==> src/hdl/content_type_body_sniffer_macros.svh <==
// assertion helpers for the sniffer top level
`ifndef CONTENT_TYPE_BODY_SNIFFER_MACROS_SVH
`define CONTENT_TYPE_BODY_SNIFFER_MACROS_SVH

// consequent checked in the same cycle
`define CTS_ASSERT_NOW(lbl, ante, cons, msg) \
    lbl: assert property (@(posedge i_clk) disable iff (!i_rst_n) (ante) |-> (cons)) \
        else $error(msg);

// consequent checked in the cycle after the antecedent
`define CTS_ASSERT_NEXT(lbl, ante, cons, msg) \
    lbl: assert property (@(posedge i_clk) disable iff (!i_rst_n) (ante) |=> (cons)) \
        else $error(msg);

`endif

==> src/hdl/cts_pkg.sv <==
package cts_pkg;

    typedef enum logic [1:0] {
        CLS_HTML  = 2'd0,
        CLS_TEXT  = 2'd1,
        CLS_UNSUP = 2'd2
    } t_type_class;

    typedef enum logic [1:0] {
        EXP_ANY     = 2'd0,
        EXP_JSON    = 2'd1,
        EXP_ARCHIVE = 2'd2,
        EXP_OTHER   = 2'd3
    } t_expect;

    // per-beat control from the top level to a matcher
    typedef struct packed {
        logic       step;
        logic       clear;
        logic [7:0] char_in;
    } t_step;

    localparam int TYPE_PATS = 6;
    localparam int MARK_PATS = 3;
    localparam int TYPE_STR_LEN = 21;
    localparam int MARK_STR_LEN = 9;

    // left aligned, zero padded
    localparam logic [8*TYPE_STR_LEN-1:0] TYPE_STR [TYPE_PATS] = '{
        {"text/html", {12{8'h00}}},
        "application/xhtml+xml",
        {"text/", {16{8'h00}}},
        {"application/", {9{8'h00}}},
        {"application/json", {5{8'h00}}},
        {"application/xml", {6{8'h00}}}
    };
    localparam logic [4:0] TYPE_LEN [TYPE_PATS] = '{5'd9, 5'd21, 5'd5, 5'd12, 5'd16, 5'd15};
    localparam logic [TYPE_PATS-1:0] TYPE_EXACT = 6'b110011;

    localparam logic [8*MARK_STR_LEN-1:0] MARK_STR [MARK_PATS] = '{
        {"<html", {4{8'h00}}},
        "<!doctype",
        {"<?xml", {4{8'h00}}}
    };
    localparam logic [3:0] MARK_LEN [MARK_PATS] = '{4'd5, 4'd9, 4'd5};

    localparam logic [39:0] SUFFIX_JSON = 40'h2B6A736F6E;
    localparam logic [31:0] SUFFIX_XML  = 32'h2B786D6C;

    function automatic logic [7:0] lower8(input logic [7:0] c);
        logic [7:0] r;
        begin
            r = c;
            if (c >= 8'h41 && c <= 8'h5A) r = c + 8'd32;
            return r;
        end
    endfunction

    function automatic logic [7:0] type_pat_char(input logic [2:0] idx, input logic [4:0] pos);
        logic [7:0] ch;
        begin
            ch = 8'h00;
            if (pos < 5'(TYPE_STR_LEN) && idx < 3'(TYPE_PATS))
                ch = TYPE_STR[idx][8*(TYPE_STR_LEN-1-int'(pos)) +: 8];
            return ch;
        end
    endfunction

    function automatic logic [7:0] mark_pat_char(input logic [1:0] idx, input logic [3:0] pos);
        logic [7:0] ch;
        begin
            ch = 8'h00;
            if (pos < 4'(MARK_STR_LEN) && idx < 2'(MARK_PATS))
                ch = MARK_STR[idx][8*(MARK_STR_LEN-1-int'(pos)) +: 8];
            return ch;
        end
    endfunction

endpackage

==> src/hdl/cts_type.sv <==
module cts_type
    import cts_pkg::*;
(
    input  logic        i_clk,
    input  logic        i_rst_n,
    input  t_step       i_ctl,
    output t_type_class o_type_class
);

    logic                 r_lead_done, n_lead_done;
    logic                 r_cut, n_cut;
    logic [4:0]           r_len, n_len;
    logic [4:0]           r_pb, n_pb;
    logic [TYPE_PATS-1:0] r_flags, n_flags;
    logic [39:0]          r_win, n_win;

    logic [7:0] lc;
    logic [5:0] sum;
    logic [4:0] q;

    assign lc  = lower8(i_ctl.char_in);
    assign sum = {1'b0, r_len} + {1'b0, r_pb};
    assign q   = (sum > 6'd31) ? 5'd31 : sum[4:0];

    always_comb begin
        n_lead_done = r_lead_done;
        n_cut       = r_cut;
        n_len       = r_len;
        n_pb        = r_pb;
        n_flags     = r_flags;
        n_win       = r_win;
        if (i_ctl.step && !r_cut) begin
            if (i_ctl.char_in == 8'h3B || i_ctl.char_in == 8'h00) begin
                n_cut = 1'b1;
            end else if (i_ctl.char_in inside {8'h20, 8'h09}) begin
                if (r_lead_done && r_pb != 5'd31) n_pb = r_pb + 5'd1;
            end else begin
                n_lead_done = 1'b1;
                n_pb        = 5'd0;
                n_len       = (q == 5'd31) ? 5'd31 : q + 5'd1;
                // pending blanks never match a pattern byte, so they only
                // spare patterns already passed that allow a tail
                for (int i = 0; i < TYPE_PATS; i++) begin
                    if (!(r_pb == 5'd0 || (!TYPE_EXACT[i] && r_len >= TYPE_LEN[i])))
                        n_flags[i] = 1'b0;
                    if (q < TYPE_LEN[i]) begin
                        if (lc != type_pat_char(3'(i), q)) n_flags[i] = 1'b0;
                    end else if (TYPE_EXACT[i]) begin
                        n_flags[i] = 1'b0;
                    end
                end
                case (r_pb)
                    5'd0:    n_win = {r_win[31:0], lc};
                    5'd1:    n_win = {r_win[23:0], 8'h20, lc};
                    5'd2:    n_win = {r_win[15:0], 16'h2020, lc};
                    5'd3:    n_win = {r_win[7:0], 24'h202020, lc};
                    default: n_win = {32'h20202020, lc};
                endcase
            end
        end
        if (i_ctl.clear) begin
            n_lead_done = 1'b0;
            n_cut       = 1'b0;
            n_len       = 5'd0;
            n_pb        = 5'd0;
            n_flags     = '1;
            n_win       = '0;
        end
    end

    always_ff @(posedge i_clk) begin
        if (!i_rst_n) begin
            r_lead_done <= 1'b0;
            r_cut       <= 1'b0;
            r_len       <= 5'd0;
            r_pb        <= 5'd0;
            r_flags     <= '1;
            r_win       <= '0;
        end else begin
            r_lead_done <= n_lead_done;
            r_cut       <= n_cut;
            r_len       <= n_len;
            r_pb        <= n_pb;
            r_flags     <= n_flags;
            r_win       <= n_win;
        end
    end

    always_comb begin
        o_type_class = CLS_UNSUP;
        if ((r_flags[0] && r_len == 5'd9) || (r_flags[1] && r_len == 5'd21)) begin
            o_type_class = CLS_HTML;
        end else if (r_flags[2] && r_len > 5'd5) begin
            o_type_class = CLS_TEXT;
        end else if (r_flags[3] && r_len > 5'd12) begin
            if ((r_flags[4] && r_len == 5'd16) || (r_flags[5] && r_len == 5'd15) ||
                (r_len > 5'd17 && r_win == SUFFIX_JSON) ||
                (r_len > 5'd16 && r_win[31:0] == SUFFIX_XML))
                o_type_class = CLS_TEXT;
        end
    end

endmodule

==> src/hdl/cts_body.sv <==
module cts_body
    import cts_pkg::*;
(
    input  logic        i_clk,
    input  logic        i_rst_n,
    input  t_step       i_ctl,
    input  t_expect     i_expected,
    input  t_type_class i_type_class,
    output logic        o_match
);

    logic                 r_nonempty, n_nonempty;
    logic                 r_started, n_started;
    logic [7:0]           r_first, n_first;
    logic [3:0]           r_pos, n_pos;
    logic [MARK_PATS-1:0] r_mflags, n_mflags;
    logic                 r_zero, n_zero;

    logic [7:0] lc;
    logic       rej;
    logic       json_ok;

    assign lc = lower8(i_ctl.char_in);

    always_comb begin
        n_nonempty = r_nonempty;
        n_started  = r_started;
        n_first    = r_first;
        n_pos      = r_pos;
        n_mflags   = r_mflags;
        n_zero     = r_zero;
        if (i_ctl.step) begin
            n_nonempty = 1'b1;
            if (i_ctl.char_in == 8'h00) n_zero = 1'b1;
            if (!r_started && !(i_ctl.char_in inside {8'h20, 8'h09, 8'h0D, 8'h0A})) begin
                n_started = 1'b1;
                n_first   = i_ctl.char_in;
            end
            if (n_started) begin
                for (int i = 0; i < MARK_PATS; i++) begin
                    if (r_pos < MARK_LEN[i] && lc != mark_pat_char(2'(i), r_pos))
                        n_mflags[i] = 1'b0;
                end
                if (r_pos != 4'd15) n_pos = r_pos + 4'd1;
            end
        end
    end

    // verdict on the state including this beat's byte
    always_comb begin
        json_ok = (n_first inside {8'h7B, 8'h5B, 8'h22, 8'h2D, 8'h74, 8'h66, 8'h6E}) ||
                  (n_first >= 8'h30 && n_first <= 8'h39);
        rej = (n_first == 8'h7B) || (n_first == 8'h5B);
        for (int i = 0; i < MARK_PATS; i++) begin
            if (n_mflags[i] && n_pos >= MARK_LEN[i]) rej = 1'b1;
        end
        if (i_expected == EXP_ANY)
            o_match = 1'b1;
        else if (i_type_class == CLS_HTML || !n_nonempty || !n_started)
            o_match = 1'b0;
        else if (i_expected == EXP_JSON)
            o_match = json_ok && !n_zero;
        else if (i_expected != EXP_ARCHIVE || i_type_class == CLS_TEXT)
            o_match = 1'b0;
        else
            o_match = !rej;
    end

    always_ff @(posedge i_clk) begin
        if (!i_rst_n || i_ctl.clear) begin
            r_nonempty <= 1'b0;
            r_started  <= 1'b0;
            r_first    <= 8'h00;
            r_pos      <= 4'd0;
            r_mflags   <= '1;
            r_zero     <= 1'b0;
        end else begin
            r_nonempty <= n_nonempty;
            r_started  <= n_started;
            r_first    <= n_first;
            r_pos      <= n_pos;
            r_mflags   <= n_mflags;
            r_zero     <= n_zero;
        end
    end

endmodule

==> src/hdl/content_type_body_sniffer.sv <==
// media-type and body-prefix sniffer
// input channel: i_in_valid / o_in_stall with one beat per byte. a request
// sends its media-type bytes (i_func = 0), then its body-prefix bytes
// (i_func = 1); i_no_byte marks a beat that only closes an empty part, and
// i_part_end on a body beat closes the request and yields one result.
// output channel: o_out_valid / i_out_stall carrying o_matches_res and
// o_type_class; beats other than the body end produce nothing.
// throughput: one beat per cycle, sustained, unless a body end beat is held
// by a stalled full result register; the state update of the type and body
// matchers lies between the input register and the result register.
// path: a body end beat goes from the input register through the matchers
// into the result register, which then holds its result.
// stall: while the result register is full and stalled, a body end beat
// waits in the input register and the input stalls; other beats keep
// flowing since they need no result slot.
// reset (synchronous, active low) empties both registers and returns all
// matcher state to its idle values; the state also clears after each result.
`include "content_type_body_sniffer_macros.svh"

module content_type_body_sniffer
    import cts_pkg::*;
(
    input  logic       i_clk,
    input  logic       i_rst_n,
    input  logic       i_in_valid,
    output logic       o_in_stall,
    input  logic       i_func,
    input  logic [7:0] i_char_in,
    input  logic       i_no_byte,
    input  logic       i_part_end,
    input  logic [1:0] i_expected,
    output logic       o_out_valid,
    input  logic       i_out_stall,
    output logic       o_matches_res,
    output logic [1:0] o_type_class
);

    logic        r_iv;
    logic        r_func;
    logic [7:0]  r_char;
    logic        r_nob;
    logic        r_pend;
    t_expect     r_exp;

    logic        r_ov;
    logic        r_match;
    t_type_class r_cls;

    logic        s1_emit;
    logic        s1_go;
    t_step       type_ctl;
    t_step       body_ctl;
    t_type_class cls;
    logic        match;

    assign s1_emit    = r_func && r_pend;
    assign s1_go      = r_iv && (!s1_emit || !r_ov || !i_out_stall);
    assign o_in_stall = r_iv && !s1_go;

    assign type_ctl.step    = s1_go && !r_func && !r_nob;
    assign type_ctl.clear   = s1_go && s1_emit;
    assign type_ctl.char_in = r_char;
    assign body_ctl.step    = s1_go && r_func && !r_nob;
    assign body_ctl.clear   = s1_go && s1_emit;
    assign body_ctl.char_in = r_char;

    always_ff @(posedge i_clk) begin
        if (!i_rst_n) begin
            r_iv <= 1'b0;
        end else if (!o_in_stall) begin
            r_iv <= i_in_valid;
        end
    end

    always_ff @(posedge i_clk) begin
        if (i_in_valid && !o_in_stall) begin
            r_func <= i_func;
            r_char <= i_char_in;
            r_nob  <= i_no_byte;
            r_pend <= i_part_end;
            r_exp  <= t_expect'(i_expected);
        end
    end

    cts_type u_type (
        .i_clk        (i_clk),
        .i_rst_n      (i_rst_n),
        .i_ctl        (type_ctl),
        .o_type_class (cls)
    );

    cts_body u_body (
        .i_clk        (i_clk),
        .i_rst_n      (i_rst_n),
        .i_ctl        (body_ctl),
        .i_expected   (r_exp),
        .i_type_class (cls),
        .o_match      (match)
    );

    always_ff @(posedge i_clk) begin
        if (!i_rst_n) begin
            r_ov <= 1'b0;
        end else if (s1_go && s1_emit) begin
            r_ov <= 1'b1;
        end else if (!i_out_stall) begin
            r_ov <= 1'b0;
        end
    end

    always_ff @(posedge i_clk) begin
        if (s1_go && s1_emit) begin
            r_match <= match;
            r_cls   <= cls;
        end
    end

    assign o_out_valid   = r_ov;
    assign o_matches_res = r_match;
    assign o_type_class  = r_cls;

    `CTS_ASSERT_NOW(a_idle_no_stall, !r_iv, !o_in_stall, "input stalled with empty input register")
    `CTS_ASSERT_NEXT(a_any_matches, s1_go && s1_emit && r_exp == EXP_ANY,
        o_out_valid && o_matches_res, "expected any did not match")
    `CTS_ASSERT_NEXT(a_html_rejects, s1_go && s1_emit && r_exp != EXP_ANY && cls == CLS_HTML,
        o_out_valid && !o_matches_res, "html type matched a specific kind")
    `CTS_ASSERT_NEXT(a_clear_after_result, s1_go && s1_emit, cls == CLS_UNSUP,
        "type state not cleared after result")

endmodule
==> config.mk <==
export PLATFORM = sky130hd
export DESIGN_NAME = content_type_body_sniffer
export DESIGN_NICKNAME = d
export VERILOG_FILES = /design/src/hdl/cts_pkg.sv /design/src/hdl/cts_type.sv /design/src/hdl/cts_body.sv /design/src/hdl/content_type_body_sniffer.sv
export VERILOG_INCLUDE_DIRS = /design/src /design/src/hdl
export SDC_FILE = /design/constraint.sdc
export NUM_CORES = 1
export LEC_CHECK = 0
export ABC_CLOCK_PERIOD_IN_PS = 4000
export BUFFER_PORTS_ARGS = -buffer_cell sky130_fd_sc_hd__buf_2
export CORE_MARGIN = 2
export CORE_UTILIZATION = 58
export CTS_CLUSTER_DIAMETER = 150
export DETAILED_ROUTE_END_ITERATION = 16
export PLACE_DENSITY = 0.78
export SLEW_MARGIN = 15
export SYNTH_ARGS = -nofsm -noshare
export SYNTH_HDL_FRONTEND = slang
export SYNTH_SLANG_ARGS = --single-unit
export TNS_END_PERCENT = 5
==> constraint.sdc <==
create_clock -name i_clk -period 4 [get_ports i_clk]
set_input_delay 0.4 -clock i_clk [delete_from_list [all_inputs] [get_ports i_clk]]
set_output_delay 0.4 -clock i_clk [all_outputs]
set_load 0.02 [all_outputs]
==> flow_metrics.env <==
export IMPL_status="finished, final reports clean"
export IMPL_r2r_start="u_type.r_pb[0]$_SDFFE_PP0P_"
export IMPL_pwr_share_seq_pct=42.5
export IMPL_path_cells="ha_4, inv_2, fa_1, and2_4, ha_4, or3_4, a2111o_1, a31oi_4, o31a_4, o21ai_4, nor3_4, xnor2_2, a2111o_1, or4_1, o31ai_1"
export IMPL_skew_ns=0.01748
export IMPL_synth_area_top_cells="dfxtp_1 21%, edfxtp_1 6.4%, a21oi_1 5.6%, nor2_1 5.2%, nand2_1 4.9%"
export IMPL_grt_pass1_vias=7568
export IMPL_wl_per_cell_um=19.38
export IMPL_p_leak_nw=3.053
export IMPL_relSlewSlack_pct=33.99
export IMPL_hp_class="input pin to register"
export IMPL_fin_crit_ns=3.971
export IMPL_grt_pass1_wl_um=37770
export IMPL_rr_endpoint="u_type.r_flags[3]$_SDFFE_PP1P_"
export IMPL_post_drt_via_cell_ratio=6.797
export IMPL_placed_area_um2=8225
export IMPL_slew_violations=0
export IMPL_vias=8252
export IMPL_clk_latency_ns=0.36
export IMPL_crit_path_start="u_type.r_pb[0]$_SDFFE_PP0P_"
export IMPL_synth_ff_type="dfxtp_1"
export IMPL_yosysWarnings=0
export IMPL_rsz0062_at_grt="yes"
export IMPL_finalPower_mw=2.431
export IMPL_hold_depth=1
export IMPL_async_reset_ff_share_pct=0
export IMPL_synthCells=1008
export IMPL_worst_pin_slew_ns=0.9902
export IMPL_multi_input_area_um2=5266
export IMPL_synth_compound_area_share_pct=30.60
export IMPL_place_congestion=1.037
export IMPL_reg2reg_depth=15
export IMPL_cts_tree="done"
export IMPL_crit_path_start_kind="register"
export IMPL_layout_cells_non_filler=1214
export IMPL_io_pins=22
export IMPL_drt_iter0_drc=880
export IMPL_wirelength_um=23530
export IMPL_crit_path_end_kind="register"
export IMPL_p_per_area_nw_per_um2=280.4
export IMPL_crit_path_max_fanout=3
export IMPL_dpl_hpwl_um=16570
export IMPL_root_buffer="clkbuf_16"
export IMPL_firstDrtPassIters=5
export IMPL_crit_arrival_ns=4.24
export IMPL_yosysUniqueCellTypes=92
export IMPL_synth_seq_area_share_pct=27.08
export IMPL_fmax_mhz=251.8
export IMPL_drv_cap=0
export IMPL_synth_most_common_cell="nor2_1"
export IMPL_overflow=0
export IMPL_slowest_stage="fa_1"
export IMPL_start_util_pct=59.51
export IMPL_core_um2=12670
export IMPL_synth_edf_count=16
export IMPL_switching_share_pct=32.32
export IMPL_layout_drive_gt1_share_pct=17.27
export IMPL_synth_xor_area_share_pct=4.397
export IMPL_path_class="register to register"
export IMPL_antennaDiodeCount=0
export IMPL_nFillCells=1088
export IMPL_numCtsBuffers=9
export IMPL_fin_area_um2=8668
export IMPL_rows=41
export IMPL_postRouteAntennaNets=0
export IMPL_p_clk_share_pct=36.0
export IMPL_power_internal_mw=1.645
export IMPL_layout_nets=1071
export IMPL_remaining_drc_errors=0
export IMPL_tns_ns=0
export IMPL_required_ns=4.27
export IMPL_comb_power_share_pct=21.4
export IMPL_peakVddDrop_uv=299.3
export IMPL_synth_top_cells_by_count="105 x nor2_1, 99 x nand2_1, 85 x a21oi_1, 78 x dfxtp_1, 68 x clkbuf_1"
export IMPL_htree_levels=3
export IMPL_die_w_um=118.0
export IMPL_syn_mean_instance_area_um2=7.481
export IMPL_endpoint="u_type.r_flags[3]$_SDFFE_PP1P_"
export IMPL_ys_ff_latch=94
export IMPL_clock_sinks=94
export IMPL_synth_area_um2=7541
export IMPL_p_sw_mw=0.7855
export IMPL_clk_path_buf_depth=2
export IMPL_clk_pin_slew_ns=0.09
export IMPL_synth_simple_area_share_pct=26.93
export IMPL_port_buffers=21
export IMPL_finalSetupViolCount=0
export IMPL_max_stage_delay_ns=0.51
export IMPL_register_area_um2=2052
export IMPL_synth_top_area_share_pct=20.71
export IMPL_synth_largest_area_cell="dfxtp_1"
export IMPL_grt_max_degree=53
export IMPL_area_growth_pct=14.95
export IMPL_timing_final_crit_share_pct=99.28
export IMPL_dp_cells=1194
export IMPL_dieArea_um2=13930
export IMPL_pre_cts_ws_ns=0.01641
export IMPL_ff2ff_setup_slack_ns=0.03
export IMPL_synthMuxAreaShare_pct=2.140
export IMPL_synth_nets=1042
export IMPL_synth_adder_area_share_pct=3.053
export IMPL_synth_top_family_by_area="compound AO/OA/AOI/OAI gates"
export IMPL_globalRouteTotalUtil_pct=32.77
export IMPL_grt_antenna_before_repair=0
export IMPL_die_h_um=118.0
export IMPL_fin_ws_ns=0.02884
export IMPL_hold_viol=0
export IMPL_ctsHoldBuffers=0
worst min-delay path by stage:
| stage | start | endpoint | slack, ns |
|---|---|---|---|
| 3_3_place_gp | u_body.r_nonempty$_SDFF_PP0_ | u_body.r_nonempty$_SDFF_PP0_ | 0.44 |
| 3_5_place_dp | u_type.r_lead_done$_SDFFE_PP0P_ | u_type.r_lead_done$_SDFFE_PP0P_ | 0.46 |
| 4_1_cts | i_char_in[3] | r_char[3]$_DFFE_PP_ | 0.20 |
| 6_report | i_char_in[3] | r_char[3]$_DFFE_PP_ | 0.21 |
| 5_1_grt | i_char_in[1] | r_char[1]$_DFFE_PP_ | 0.20 |
| 2_1_floorplan | u_body.r_nonempty$_SDFF_PP0_ | u_body.r_nonempty$_SDFF_PP0_ | 0.43 |
power groups by stage:
stage | Combinational (mW) | Clock [mW] | Sequential, mW
5_1_grt | 0.560 | 0.915 | 1.04
3_5_place_dp | 0.493 | 0 | 1.05
3_3_place_gp | 0.492 | 0 | 1.05
2_1_floorplan | 0.348 | 0 | 1.03
4_1_cts | 0.497 | 0.883 | 1.03
6_report | 0.521 | 0.876 | 1.03
per-layer routing:
| layer | wire (um) | global-route usage [%] | vias up |
|---|---|---|---|
| li1 | - | - | 3857 |
| met1 | 9690 | 43.96 | 3801 |
| met2 | 10760 | 52.54 | 513 |
| met3 | 2335 | 6.250 | 81 |
| met4 | 747 | 11.82 | 0 |
| met5 | 0 | 0 | - |
logic make-up (layout without fill, tap and decap cells):
| kind of cell | count (synthesis) | count (layout) |
|---|---|---|
| and+or+nand+nor | 404 | 404 |
| AOI/OAI and AO/OA | 331 | 331 |
| buffers and inverters | 108 | 142 |
| xor gates and xnor gates | 37 | 37 |
| muxes | 16 | 16 |
| adders and majority gates | 18 | 18 |
| DFF | 94 | 94 |
through the flow:
stage          hold WS [ns]  utilization [%]
5_1_grt              0.2006            68.41
3_3_place_gp         0.4386            64.92
2_1_floorplan        0.4271                -
6_report             0.2083            68.41
4_1_cts              0.2022            67.39
3_5_place_dp         0.4606            64.92
critical path: cells and delay by family (launching register included):
kind | cells | cell delay [ns]
AOI/OAI and AO/OA | 6 | 1.37
adders and majority gates | 3 | 0.81
DFF | 1 | 0.35
xor gates and xnor gates | 1 | 0.11
buffers and inverters | 1 | 0.03
and+or+nand+nor | 4 | 1.21
state kept, by name, indices dropped and copies added, names as in the netlist, 2 cells and up:
register	flops
u_type.r_flags	6
r_char	8
u_type.r_pb	5
u_type.r_len	5
u_type.r_win	40
r_exp	2
o_type_class	2
u_body.r_pos	4
u_body.r_first	8
u_body.r_mflags	3
final cells by class:
cell class                 instances  share of cell area, %
clock inverter                     7                 0.9094
multi-input combinational        806                  60.75
timing repair buffer             104                  8.632
clock buffer                       9                  2.598
inverter                          22                 0.9527
sequential                        94                  23.67
tap                              172                  2.483
layout by cell type, fill, tap and decap left out, types with 12 or more instances in the layout:
| cell type | count |
|---|---|
| nor2_1 | 104 |
| nand2_1 | 97 |
| a21oi_1 | 84 |
| buf_4 | 80 |
| dfxtp_1 | 72 |
| o21ai_0 | 52 |
| nor3_1 | 39 |
| nand3_1 | 30 |
| xnor2_1 | 29 |
| a22oi_1 | 28 |
| buf_2 | 21 |
| inv_1 | 18 |
| nand4_1 | 16 |
| edfxtp_1 | 16 |
| mux2i_1 | 15 |
| nor4_1 | 14 |
| o31ai_1 | 14 |
| nor2b_1 | 12 |
| a221oi_1 | 12 |
timing repair:
item | CTS | global route
endpoints found under the setup margin | 2 | 6
pin swaps | 0 | 14
buffers inserted | 0 | 4
resized for setup | 2 | 23
Note: power is estimated with default switching activity, not from simulation.
